## config.mk

```make
export PLATFORM = sky130hd
export DESIGN_NAME = trimmed_mean_gain_phase_top
export DESIGN_NICKNAME = d
export VERILOG_FILES = /design/src/hw/rtl/tmgp_pkg.sv /design/src/hw/rtl/tmgp_ram.sv /design/src/hw/rtl/tmgp_chan.sv /design/src/hw/rtl/trimmed_mean_gain_phase_top.sv
export SDC_FILE = /design/constraint.sdc
export NUM_CORES = 2
export LEC_CHECK = 0
export ABC_CLOCK_PERIOD_IN_PS = 9500
export BUFFER_PORTS_ARGS = -buffer_cell sky130_fd_sc_hd__buf_4
export CORE_UTILIZATION = 60
export CTS_BUF_LIST = sky130_fd_sc_hd__clkbuf_8
export DETAILED_ROUTE_END_ITERATION = 12
export HOLD_SLACK_MARGIN = 0.06
export PLACE_DENSITY = 0.8
export SYNTH_ARGS = -nofsm -noshare
export SYNTH_HDL_FRONTEND = slang
export SYNTH_SLANG_ARGS = --single-unit
```

## constraint.sdc

```tcl
create_clock -name clk_i -period 9.5 [get_ports clk_i]
set_clock_uncertainty 0.2 [all_clocks]
set_input_delay 1.9 -clock clk_i [delete_from_list [all_inputs] [get_ports clk_i]]
set_output_delay 1.9 -clock clk_i [all_outputs]
set_load 0.02 [all_outputs]
```

## src/hw/rtl/tmgp_pkg.sv

```systemverilog
// Shared types and register indexes for the trimmed mean gain and phase block.
`timescale 1ns / 1ps
`default_nettype none
package tmgp_pkg;

  localparam int CFG_IDX_W  = 3;
  localparam int CFG_DATA_W = 24;
  localparam int MV_W       = 20;

  localparam logic [CFG_IDX_W-1:0] REG_MV_PER_COUNT = 3'd0;
  localparam logic [CFG_IDX_W-1:0] REG_MAG_CENTER   = 3'd1;
  localparam logic [CFG_IDX_W-1:0] REG_DB_PER_MV    = 3'd2;
  localparam logic [CFG_IDX_W-1:0] REG_PHASE_ZERO   = 3'd3;
  localparam logic [CFG_IDX_W-1:0] REG_DEG_PER_MV   = 3'd4;

  // Command from the sequencer to a channel engine.
  typedef struct packed {
    logic start;
    logic last;
  } tmgp_cmd_t;

endpackage
`default_nettype wire

```

## src/hw/rtl/tmgp_ram.sv

```systemverilog
// Generic single-port RAM with registered read data.
`timescale 1ns / 1ps
`default_nettype none
module tmgp_ram #(
  parameter int WIDTH = 14,
  parameter int DEPTH = 16
) (
  input  wire logic                     clk_i,
  input  wire logic                     we_i,
  input  wire logic [$clog2(DEPTH)-1:0] addr_i,
  input  wire logic [WIDTH-1:0]         wdata_i,
  output logic      [WIDTH-1:0]         rdata_o
);

  logic [WIDTH-1:0] mem_q [DEPTH];

  always_ff @(posedge clk_i) begin
    if (we_i) begin
      mem_q[addr_i] <= wdata_i;
    end
    rdata_o <= mem_q[addr_i];
  end

endmodule
`default_nettype wire

```

## src/hw/rtl/tmgp_chan.sv

```systemverilog
// One channel: sorted insert into RAM, trimmed sum, divide and millivolt scaling.
`timescale 1ns / 1ps
`default_nettype none
module tmgp_chan #(
  parameter int BURST_LEN     = 16,
  parameter int TRIM_EACH_END = 4,
  parameter int SAMPLE_BITS   = 14
) (
  input  wire logic                           clk_i,
  input  wire logic                           rst_ni,
  input  wire tmgp_pkg::tmgp_cmd_t            cmd_i,
  input  wire logic [SAMPLE_BITS-1:0]         sample_i,
  input  wire logic [$clog2(BURST_LEN)-1:0]   fill_i,
  input  wire logic [tmgp_pkg::CFG_DATA_W-1:0] mv_per_count_i,
  output logic                                done_o,
  output logic [tmgp_pkg::MV_W-1:0]           mv_o
);

  localparam int ADDR_W = $clog2(BURST_LEN);
  localparam int TRIM   = (2 * TRIM_EACH_END >= BURST_LEN) ? (BURST_LEN - 1) / 2
                                                          : TRIM_EACH_END;
  localparam int KEPT   = BURST_LEN - 2 * TRIM;
  localparam int SUM_W  = SAMPLE_BITS + $clog2(KEPT + 1);
  localparam int PW     = SAMPLE_BITS + tmgp_pkg::CFG_DATA_W;
  // The sum is divided by multiplying with ceil(2^RSH / KEPT); with RSH set to
  // the sum width plus ceil(log2(KEPT)) the floor is exact for every sum.
  localparam int RSH     = SUM_W + $clog2(KEPT);
  localparam int RECIP_W = RSH + 1;
  localparam int QP_W    = SUM_W + RECIP_W;
  localparam longint RECIP = ((longint'(1) << RSH) + longint'(KEPT) - 1) / longint'(KEPT);
  localparam logic [RECIP_W-1:0] RECIP_C   = RECIP_W'(RECIP);
  localparam logic [ADDR_W-1:0]  FIRST_IDX = ADDR_W'(TRIM);
  localparam logic [ADDR_W-1:0]  LAST_IDX  = ADDR_W'(BURST_LEN - TRIM - 1);

  typedef enum logic [2:0] {
    ST_IDLE, ST_RD, ST_CMP, ST_SUM, ST_SUMW, ST_DIV, ST_MUL, ST_SAT
  } state_e;

  state_e                   state_q;
  logic [SAMPLE_BITS-1:0]   val_q;
  logic [ADDR_W-1:0]        k_q;
  logic                     last_q;
  logic [ADDR_W-1:0]        j_q;
  logic                     rv_q;
  logic [SUM_W-1:0]         acc_q;
  logic [SUM_W-1:0]         sum_q;
  logic [QP_W-1:0]          qprod_q;
  logic [PW-1:0]            prod_q;

  logic                     ram_we;
  logic [ADDR_W-1:0]        ram_addr;
  logic [SAMPLE_BITS-1:0]   ram_wdata;
  logic [SAMPLE_BITS-1:0]   ram_rdata;
  logic [SUM_W-1:0]         acc_next;

  tmgp_ram #(.WIDTH(SAMPLE_BITS), .DEPTH(BURST_LEN)) u_ram (
    .clk_i  (clk_i),
    .we_i   (ram_we),
    .addr_i (ram_addr),
    .wdata_i(ram_wdata),
    .rdata_o(ram_rdata)
  );

  assign acc_next = acc_q + SUM_W'(ram_rdata);

  always_comb begin
    ram_we    = 1'b0;
    ram_addr  = k_q;
    ram_wdata = val_q;
    case (state_q)
      ST_RD: begin
        if (k_q == '0) begin
          ram_we = 1'b1;
        end else begin
          ram_addr = k_q - 1'b1;
        end
      end
      ST_CMP: begin
        ram_we = 1'b1;
        if (ram_rdata > val_q) begin
          ram_wdata = ram_rdata;
        end
      end
      ST_SUM:  ram_addr = j_q;
      default: ;
    endcase
  end

  always_ff @(posedge clk_i or negedge rst_ni) begin
    if (!rst_ni) begin
      state_q <= ST_IDLE;
      done_o  <= 1'b0;
      rv_q    <= 1'b0;
    end else begin
      done_o <= 1'b0;
      case (state_q)
        ST_IDLE: begin
          if (cmd_i.start) begin
            val_q   <= sample_i;
            k_q     <= fill_i;
            last_q  <= cmd_i.last;
            state_q <= ST_RD;
          end
        end
        ST_RD: begin
          if (k_q == '0) begin
            if (last_q) begin
              j_q     <= FIRST_IDX;
              acc_q   <= '0;
              rv_q    <= 1'b0;
              state_q <= ST_SUM;
            end else begin
              done_o  <= 1'b1;
              state_q <= ST_IDLE;
            end
          end else begin
            state_q <= ST_CMP;
          end
        end
        ST_CMP: begin
          if (ram_rdata > val_q) begin
            k_q     <= k_q - 1'b1;
            state_q <= ST_RD;
          end else if (last_q) begin
            j_q     <= FIRST_IDX;
            acc_q   <= '0;
            rv_q    <= 1'b0;
            state_q <= ST_SUM;
          end else begin
            done_o  <= 1'b1;
            state_q <= ST_IDLE;
          end
        end
        ST_SUM: begin
          // Read data is registered, so it arrives in the cycle after its address.
          rv_q <= 1'b1;
          if (rv_q) begin
            acc_q <= acc_next;
          end
          j_q <= j_q + 1'b1;
          if (j_q == LAST_IDX) begin
            state_q <= ST_SUMW;
          end
        end
        ST_SUMW: begin
          sum_q   <= acc_next;
          rv_q    <= 1'b0;
          state_q <= ST_DIV;
        end
        ST_DIV: begin
          qprod_q <= QP_W'(sum_q) * QP_W'(RECIP_C);
          state_q <= ST_MUL;
        end
        ST_MUL: begin
          prod_q  <= PW'(qprod_q[RSH +: SAMPLE_BITS]) * PW'(mv_per_count_i);
          state_q <= ST_SAT;
        end
        ST_SAT: begin
          mv_o    <= (prod_q[PW-1:tmgp_pkg::MV_W+8] != '0) ? '1
                                                            : prod_q[tmgp_pkg::MV_W+7:8];
          done_o  <= 1'b1;
          state_q <= ST_IDLE;
        end
        default: state_q <= ST_IDLE;
      endcase
    end
  end

endmodule
`default_nettype wire

```

## src/hw/rtl/trimmed_mean_gain_phase_top.sv

```systemverilog
// Top level of the trimmed mean gain and phase block.
//
// Input channel (in_valid_i/in_ready_o) carries one magnitude and one phase
// converter count per transfer. Each count is inserted into its own sorted
// RAM by a read-compare-write loop on the single RAM port, moving larger
// entries up until a compare stops it or it reaches the bottom entry. The
// block takes no new transfer until both channels have finished the item.
// The BURST_LEN-th transfer of a burst also sums the kept entries, divides
// by the kept count with a reciprocal multiply, scales to millivolts and
// maps to gain and phase. Its result appears on the output channel
// (out_valid_o/out_ready_i); other items give no result.
// The output register holds a result while the receiver stalls; new items are
// still taken meanwhile, and only a finished burst waits for the register.
// Reset clears the fill count, control state and output valid, and sets the configuration registers to defaults.
// Configuration writes (cfg_we_i) take effect at once and belong to idle time.
`timescale 1ns / 1ps
`default_nettype none
module trimmed_mean_gain_phase_top #(
  parameter int BURST_LEN     = 16,
  parameter int TRIM_EACH_END = 4,
  parameter int SAMPLE_BITS   = 14
) (
  input  wire logic                              clk_i,
  input  wire logic                              rst_ni,
  input  wire logic                              cfg_we_i,
  input  wire logic [tmgp_pkg::CFG_IDX_W-1:0]    cfg_idx_i,
  input  wire logic [tmgp_pkg::CFG_DATA_W-1:0]   cfg_wdata_i,
  input  wire logic                              in_valid_i,
  output logic                                   in_ready_o,
  input  wire logic [13:0]                       mag_sample_i,
  input  wire logic [13:0]                       phase_sample_i,
  output logic                                   out_valid_o,
  input  wire logic                              out_ready_i,
  output logic [19:0]                            mag_mv_q8_o,
  output logic [19:0]                            phase_mv_q8_o,
  output logic signed [15:0]                     gain_db_q8_o,
  output logic signed [16:0]                     phase_deg_q8_o
);

  localparam int ADDR_W = $clog2(BURST_LEN);
  localparam logic [ADDR_W-1:0] LAST_FILL = ADDR_W'(BURST_LEN - 1);

  typedef enum logic [1:0] {ST_IDLE, ST_RUN, ST_MUL, ST_OUT} state_e;

  state_e              state_q;
  logic [ADDR_W-1:0]   fill_q;
  logic                last_q;
  logic                mag_done_q, phs_done_q;
  logic [23:0]         mv_per_count_q, db_per_mv_q, deg_per_mv_q;
  logic [19:0]         mag_center_q, phase_zero_q;
  logic signed [45:0]  gain_prod_q, phase_prod_q;
  logic [19:0]         mag_mv_q, phs_mv_q;

  tmgp_pkg::tmgp_cmd_t cmd;
  logic                in_xfer;
  logic                mag_done, phs_done;
  logic [19:0]         mag_mv, phs_mv;
  logic signed [20:0]  gain_diff, phase_diff;
  logic signed [29:0]  gain_fl, phase_fl;
  logic signed [15:0]  gain_sat;
  logic signed [16:0]  phase_sat;

  assign in_ready_o = (state_q == ST_IDLE);
  assign in_xfer    = in_valid_i && in_ready_o;
  assign cmd.start  = in_xfer;
  assign cmd.last   = (fill_q == LAST_FILL);

  tmgp_chan #(.BURST_LEN(BURST_LEN), .TRIM_EACH_END(TRIM_EACH_END),
              .SAMPLE_BITS(SAMPLE_BITS)) u_mag (
    .clk_i         (clk_i),
    .rst_ni        (rst_ni),
    .cmd_i         (cmd),
    .sample_i      (SAMPLE_BITS'(mag_sample_i)),
    .fill_i        (fill_q),
    .mv_per_count_i(mv_per_count_q),
    .done_o        (mag_done),
    .mv_o          (mag_mv)
  );

  tmgp_chan #(.BURST_LEN(BURST_LEN), .TRIM_EACH_END(TRIM_EACH_END),
              .SAMPLE_BITS(SAMPLE_BITS)) u_phase (
    .clk_i         (clk_i),
    .rst_ni        (rst_ni),
    .cmd_i         (cmd),
    .sample_i      (SAMPLE_BITS'(phase_sample_i)),
    .fill_i        (fill_q),
    .mv_per_count_i(mv_per_count_q),
    .done_o        (phs_done),
    .mv_o          (phs_mv)
  );

  assign gain_diff  = $signed({1'b0, mag_mv_q}) - $signed({1'b0, mag_center_q});
  assign phase_diff = $signed({1'b0, phase_zero_q}) - $signed({1'b0, phs_mv_q});
  assign gain_fl    = gain_prod_q[45:16];
  assign phase_fl   = phase_prod_q[45:16];

  always_comb begin
    if (gain_fl > 30'sd32767) begin
      gain_sat = 16'sh7FFF;
    end else if (gain_fl < -30'sd32768) begin
      gain_sat = -16'sd32768;
    end else begin
      gain_sat = gain_fl[15:0];
    end
    if (phase_fl > 30'sd65535) begin
      phase_sat = 17'sh0FFFF;
    end else if (phase_fl < -30'sd65536) begin
      phase_sat = -17'sd65536;
    end else begin
      phase_sat = phase_fl[16:0];
    end
  end

  always_ff @(posedge clk_i or negedge rst_ni) begin
    if (!rst_ni) begin
      mv_per_count_q <= 24'd9601;
      mag_center_q   <= 20'd230400;
      db_per_mv_q    <= 24'd2185;
      phase_zero_q   <= 20'd460800;
      deg_per_mv_q   <= 24'd6554;
    end else if (cfg_we_i) begin
      case (cfg_idx_i)
        tmgp_pkg::REG_MV_PER_COUNT: mv_per_count_q <= cfg_wdata_i;
        tmgp_pkg::REG_MAG_CENTER:   mag_center_q   <= cfg_wdata_i[19:0];
        tmgp_pkg::REG_DB_PER_MV:    db_per_mv_q    <= cfg_wdata_i;
        tmgp_pkg::REG_PHASE_ZERO:   phase_zero_q   <= cfg_wdata_i[19:0];
        tmgp_pkg::REG_DEG_PER_MV:   deg_per_mv_q   <= cfg_wdata_i;
        default: ;
      endcase
    end
  end

  always_ff @(posedge clk_i or negedge rst_ni) begin
    if (!rst_ni) begin
      state_q     <= ST_IDLE;
      fill_q      <= '0;
      last_q      <= 1'b0;
      mag_done_q  <= 1'b0;
      phs_done_q  <= 1'b0;
      out_valid_o <= 1'b0;
    end else begin
      // The output step reloads the register itself when it frees up.
      if (out_valid_o && out_ready_i && (state_q != ST_OUT)) begin
        out_valid_o <= 1'b0;
      end
      case (state_q)
        ST_IDLE: begin
          if (in_xfer) begin
            last_q     <= cmd.last;
            fill_q     <= cmd.last ? '0 : fill_q + 1'b1;
            mag_done_q <= 1'b0;
            phs_done_q <= 1'b0;
            state_q    <= ST_RUN;
          end
        end
        ST_RUN: begin
          if (mag_done) begin
            mag_done_q <= 1'b1;
            mag_mv_q   <= mag_mv;
          end
          if (phs_done) begin
            phs_done_q <= 1'b1;
            phs_mv_q   <= phs_mv;
          end
          if ((mag_done || mag_done_q) && (phs_done || phs_done_q)) begin
            state_q <= last_q ? ST_MUL : ST_IDLE;
          end
        end
        ST_MUL: begin
          gain_prod_q  <= gain_diff * $signed({1'b0, db_per_mv_q});
          phase_prod_q <= phase_diff * $signed({1'b0, deg_per_mv_q});
          state_q      <= ST_OUT;
        end
        ST_OUT: begin
          if (!out_valid_o || out_ready_i) begin
            out_valid_o    <= 1'b1;
            mag_mv_q8_o    <= mag_mv_q;
            phase_mv_q8_o  <= phs_mv_q;
            gain_db_q8_o   <= gain_sat;
            phase_deg_q8_o <= phase_sat;
            state_q        <= ST_IDLE;
          end
        end
        default: state_q <= ST_IDLE;
      endcase
    end
  end

  a_done_in_run: assert property (@(posedge clk_i) disable iff (!rst_ni)
    (mag_done || phs_done) |-> (state_q == ST_RUN))
    else $error("channel finished outside of a running item");

  a_out_from_out: assert property (@(posedge clk_i) disable iff (!rst_ni)
    $rose(out_valid_o) |-> $past(state_q == ST_OUT))
    else $error("result appeared without the output step");

  a_last_clears_fill: assert property (@(posedge clk_i) disable iff (!rst_ni)
    (in_xfer && cmd.last) |=> (fill_q == '0) && last_q)
    else $error("burst end did not restart the fill count");

endmodule
`default_nettype wire
```

**Word-level counts from Yosys, hierarchy flattened**

Memories as Yosys holds them, arrays and structs flattened. A register that Yosys moved wholly into a read port is not among the register bits.
Cells that the tools add are included.

- Register bits: 603
- Memory bits (writable): 448
- Logic and storage cells: 244
- Memories kept: 2

Memories:

| name | words | width | rd ports | clocked after memory_dff | wr ports | RTL line | RTL |
|---|---|---|---|---|---|---|---|
| u_mag.u_ram.mem_q | 16 | 14 | 1 | 1 | 1 | tmgp_ram.sv:15 | `logic [WIDTH-1:0] mem_q [DEPTH];` |
| u_phase.u_ram.mem_q | 16 | 14 | 1 | 1 | 1 | tmgp_ram.sv:15 |  |

- $add $sub $neg: 9
- Multiply operators: 4
- Order comparisons: 6
- Equal/unequal tests: 42
- Muxes and demuxes: 82
- Reductions and logical operators: 56

Operator list:

| kind | count |
|---|---|
| 18-bit 2-to-1 mux | 8 |
| 18-bit one-hot mux with 3 select lines | 2 |
| 21-bit by 25-bit multiplier with 46-bit output | 2 |
| 14-bit by 24-bit multiplier with 38-bit output | 2 |
| 14-bit 2-to-1 mux | 4 |
| 4-bit 2-to-1 mux | 12 |
| 3-bit one-hot mux with 8 select lines | 2 |
| 20-bit by 20-bit subtractor with 21-bit output | 2 |
| 18-bit by 14-bit adder with 18-bit output | 2 |
| 2-bit AND reduction | 17 |
| 4-bit one-hot mux with 2 select lines | 4 |
| 30-bit by 16-bit > comparator with 1-bit output, second input constant | 1 |
| 30-bit by 17-bit > comparator with 1-bit output, second input constant | 1 |
| 30-bit by 16-bit < comparator with 1-bit output, second input constant | 1 |
| 30-bit by 17-bit < comparator with 1-bit output, second input constant | 1 |
| 3-bit AND reduction | 10 |
| 14-bit > comparator | 2 |
| 3-bit == test, second input constant | 9 |
| 1-bit 2-to-1 mux | 24 |
| 4-bit one-hot mux with 3 select lines | 2 |
| 2-bit by 1-bit inequality test with 1-bit output, second input constant | 11 |
| 3-bit 2-to-1 mux | 7 |
| 10-bit nonzero test | 2 |
| 3-bit by 2-bit == test with 1-bit output, second input constant | 6 |
| 25 further kinds | 65 |

**Longest topological paths before layout**

- Depth after elaboration: 5
- Depth in mapped cells: 39
- Depth with buffers taken out: 37

**Cells and area by module**

From an unflattened synthesis, not the netlist that was laid out.

- Cell total of the unflattened synthesis: 8962
- Area, all modules: 96700.2 sq um

Modules (own cells, without submodules):

| module | times used | cells an instance | area an instance (sq um) | sequential area each (sq um) |
|---|---|---|---|---|
| trimmed_mean_gain_phase_top | 1 | 4862 | 46383.2 | 8277.9 |
| tmgp_ram | 2 | 381 | 8857.2 | 7006.7 |
| tmgp_chan (u_mag) | 1 | 1679 | 16316.9 | 3668.5 |
| tmgp_chan (u_phase) | 1 | 1659 | 16285.6 | 3668.5 |

**Worst setup path before layout**

OpenSTA, ideal clock, no wires.

- Kind: register -> register
- From: reg phase_zero_q[0]
- To: reg phase_prod_q[45], data pin
- Arrival time: 8338 ps
- Slack: 702 ps
- Cell stages (with the launch flop): 34
- Path buffers: 1
- Clock period less this slack: 8798 ps
- Cells stage by stage: dfrtp_1 inv_1 ha_1 inv_1 fa_1 a21o_1 a21oi_1 nor2b_1 o311ai_1 a31oi_1 or2_2 xor2_1 clkbuf_1 nand2_1 fa_1 inv_1 fa_1 fa_1 fa_1 fa_1 fa_1 inv_1 fa_1 inv_1 ha_1 a21oi_1 o21a_1 o31ai_1 a21oi_1 o21ai_0 a21oi_2 or4_4 a311oi_2 xnor2_1

- Word-level cells in the longest chain between the ends: 2

RTL lines:

| element | RTL line | RTL |
|---|---|---|
| start, declared | trimmed_mean_gain_phase_top.sv:50 | `logic [19:0] mag_center_q, phase_zero_q;` |
| start signal, assigned | trimmed_mean_gain_phase_top.sv:126 | `tmgp_pkg::REG_PHASE_ZERO: phase_zero_q <= cfg_wdata_i[19:0];` |
| 20-bit by 20-bit subtractor with 21-bit output | trimmed_mean_gain_phase_top.sv:93 | `assign phase_diff = $signed({1'b0, phase_zero_q}) - $signed({1'b0, phs_mv_q});` |
| 21-bit by 25-bit multiplier with 46-bit output | trimmed_mean_gain_phase_top.sv:171 | `phase_prod_q <= phase_diff * $signed({1'b0, deg_per_mv_q});` |
| end signal, assigned | trimmed_mean_gain_phase_top.sv:171 |  |
| end, declared | trimmed_mean_gain_phase_top.sv:51 | `logic signed [45:0] gain_prod_q, phase_prod_q;` |

Every way passes these cells.
A chain may end at the register's enable or synchronous reset.

**Final worst setup path**

- From: reg phs_mv_q[5]
- To: reg phase_prod_q[45], data pin

- Word-level cells in the longest chain between the ends: 2

RTL lines:

| element | RTL line | RTL |
|---|---|---|
| start, declared | trimmed_mean_gain_phase_top.sv:52 | `logic [19:0] mag_mv_q, phs_mv_q;` |
| start signal, assigned | trimmed_mean_gain_phase_top.sv:163 | `phs_mv_q <= phs_mv;` |
| 20-bit by 20-bit subtractor with 21-bit output | trimmed_mean_gain_phase_top.sv:93 |  |
| 21-bit by 25-bit multiplier with 46-bit output | trimmed_mean_gain_phase_top.sv:171 |  |

Every way passes these cells.

==> results.py <==
metrics = {
    "setup_path": {
        "max_stage_delay_ps": 580,
        "required_ps": 9990,
        "reg2reg_to": "phase_prod_q[45]",
        "crit_path_max_fanout": 12,
        "worstRegToRegCells": 33,
        "slowest_stage": "or4_4",
        "cp-start-kind": "flop",
        "rr_startpoint": "phs_mv_q[5]",
        "r2r_setup_slack_ps": 340,
        "arrival_ps": 9650,
        "worstSetupEndpointType": "flop",
        "crit_top_cell": "fa_1",
        "crit_type": "reg2reg",
    },
    "status": {
        "status": "complete, no violations",
    },
    "min_path": {
        "hold_end": "phs_mv_q[6]",
        "min_path_type": "reg2reg",
        "whs_path_depth": 0,
        "hold_start": "u_phase.mv_o[6]",
    },
    "route": {
        "drt_first_pass_iters": 5,
        "route.detailed.drc": 0,
        "ant_nets": 0,
        "wl_per_cell_um": 20.3,
        "drt_iter0_markers": 5193,
        "wl_mm": 223,
        "viasPerCell": 5.81,
        "via_count": 63600,
    },
    "synthesis": {
        "synth_edf_count": 857,
        "synth_flop_cell": "edfxtp_1",
        "synth_area_leader_cell": "fa_1",
        "synth_cell_type_count": 83,
        "synth_seq_cells": 1017,
        "post_synth.cell_area_avg_um2": 10.9,
        "ys_seq_area_share_pct": 31.2,
        "yosysWarnings": 0,
        "synth_top_area_share_pct": 28.6,
        "syn_area_mm2": 0.0949,
        "netlist_instances": 8697,
        "synth_fp_nets": 10800,
        "synth-async-reset-ratio_pct": 13.0,
        "synth_area_leaders": "fa_1, edfxtp_1, ha_1",
    },
    "clock_tree": {
        "htreeDepth": 4,
        "root_buffer": "clkbuf_8",
        "cts_buffers": 169,
        "clk_latency_ps": 960,
        "clock_sinks": 1017,
        "cts_tree": "yes",
        "path_clk_slew_ps": 60,
        "clockBufferDepth": 3,
    },
    "grt": {
        "grt_pass1_vias": 68800,
        "grt_usage_pct": 28.9,
        "overflow": 0,
        "grt_max_degree": 76,
        "grt_pass1_wl_mm": 359,
        "antenna_found_initial": 13,
    },
    "floorplanning": {
        "start_util_pct": 60.6,
        "fp.dieH_um": 400,
        "dieWidth_um": 400,
        "row_count": 145,
        "io_pins": 135,
        "design.die.area_mm2": 0.160,
        "coreArea_mm2": 0.157,
    },
    "placed_design": {
        "gp_congestion": 0.911,
        "detailed_place_hpwl_mm": 165,
        "port_buffers": 134,
    },
    "timing": {
        "slew_violations": 0,
        "setup_viol": 0,
        "final.setup.tns_ps": 0,
        "period_needed_ps": 9160,
        "fin_crit_sh_pct": 96.4,
        "fmax_mhz": 109,
        "slew_headroom_pct": 12.9,
        "finalHoldViolCount": 0,
        "tightest_slew_ps": 1300,
    },
    "layout": {
        "nNetsFinal": 10800,
        "fill_cells": 11500,
        "drive_gt1_share_pct": 10.9,
        "syn_to_final_growth_pct": 7.75,
    },
    "job": {
        "max_cap_viol_count": 0,
    },
}
worst max path at each step:
stage                          from                to  slack [ps]  cells after the start
global placement    phase_zero_q[0]  phase_prod_q[39]         170                     34
global route        phase_zero_q[0]  phase_prod_q[45]         -60                     34
floorplan           phase_zero_q[0]  phase_prod_q[45]         700                     33
finish                  phs_mv_q[5]  phase_prod_q[45]         340                     33
CTS                 phase_zero_q[0]  phase_prod_q[39]          50                     34
detailed placement  phase_zero_q[0]  phase_prod_q[39]         -80                     34
logic make-up (layout without fill, tap and decap cells):
group | after synthesis | count (layout) | synth area share [%]
AO/OA/AOI/OAI | 710 | 710 | 4.86
XOR/XNOR | 173 | 173 | 1.60
adder cells (fa/ha/maj) | 2013 | 2013 | 37.3
buffers and inverters | 1997 | 2187 | 7.94
flip-flops | 1017 | 1017 | 31.2
multiplexers | 243 | 243 | 4.17
other | 0 | 5 | 0
AND/OR/NAND/NOR | 2544 | 2544 | 12.9
repair_timing:
| action | CTS | global route |
|---|---|---|
| pin swaps | 0 | 17 |
| hold buffers | 0 | 0 |
| gates cloned | 0 | 2 |
| gates resized for setup | 4 | 39 |
| setup endpoints to repair | 4 | 38 |
| buffers inserted | 0 | 10 |
layer usage:
metal  track usage (%)  routed length (um)
met1              36.6               85300
met5             0.424                 184
met4              13.9               11000
met3              5.64               17900
met2              47.9              108000
through the flow:
step	instance area (um2)	util [%]	worst slack [ps]	hold slack, ps	std cells
after floorplan	94900	-	702	200	8697
after detailed placement	98300	62.8	-79.4	205	10600
after CTS	102000	65.1	49.1	191	10900
after global routing	102000	65.3	-59.5	214	11000
after global placement	98300	62.8	173	201	10600
final	102000	65.3	337	190	11000
critical path, delay by kind of cell (launching register included):
family                   cells  cell delay, ps
AO/OA/AOI/OAI               12            2350
XOR/XNOR                     1              90
adder cells (fa/ha/maj)      9            3910
buffers and inverters        7             710
flip-flops                   1             420
AND/OR/NAND/NOR              4            1220
state kept, by name, indices dropped and copies added (netlist names), 24 cells and up, named ones only:
register             count
u_mag.u_ram.mem_q      224
u_phase.u_ram.mem_q    224
gain_prod_q             30
phase_prod_q            30
u_mag.prod_q            30
u_phase.prod_q          30
db_per_mv_q             24
deg_per_mv_q            24
mv_per_count_q          24
layout by cell type (no fill, tap or decap), types with 43 or more instances in the layout:
master    Yosys  final
xnor2_1     105     92
nand2_1    1201   1201
inv_1      1548   1614
or2_2        67     67
o21ai_0     144    140
dfrtp_1     108    108
nand3_1     137    136
a211oi_1     44     43
mux2_2       98     98
edfxtp_1    857    857
mux4_2      112    112
a21o_1      116    116
and2_1      541    541
nand2b_1     79     79
fa_1       1354   1354
clkbuf_8      0    187
buf_4         5    311
ha_1        659    655
a21oi_1     198    190
nor3_1       47     44
nand4_1      48     48
nor2b_1      69     68
nor2_1      216    178
xor2_1       68     66
cell usage after synthesis, types with 68 or more instances:
master and count:
nor2_1 216, xor2_1 68, o21ai_0 144, and2_1 541
fa_1 1354, nand3_1 137, a21o_1 116, dfrtp_1 108
ha_1 659, inv_1 1548, edfxtp_1 857, nand2_1 1201
clkbuf_1 420, xnor2_1 105, mux4_2 112, nor2b_1 69
nand2b_1 79, a21oi_1 198, mux2_2 98
final cells by class:
| class | count | area [um2] | area share (%) |
|---|---|---|---|
| timing repair buffer | 323 | 2470 | 2.42 |
| tap | 2058 | 2570 | 2.52 |
| clock inverter | 129 | 962 | 0.941 |
| inverter | 1548 | 5810 | 5.68 |
| clock buffer | 187 | 2570 | 2.52 |
| sequential | 1017 | 29600 | 29.0 |
| antenna | 5 | 12.5 | 0.0122 |
| multi-input combinational | 5683 | 58200 | 56.9 |
Power is left out: the tool's default activity adds up to more than one toggle a clock period on the data nets, which glitch-free logic cannot reach.
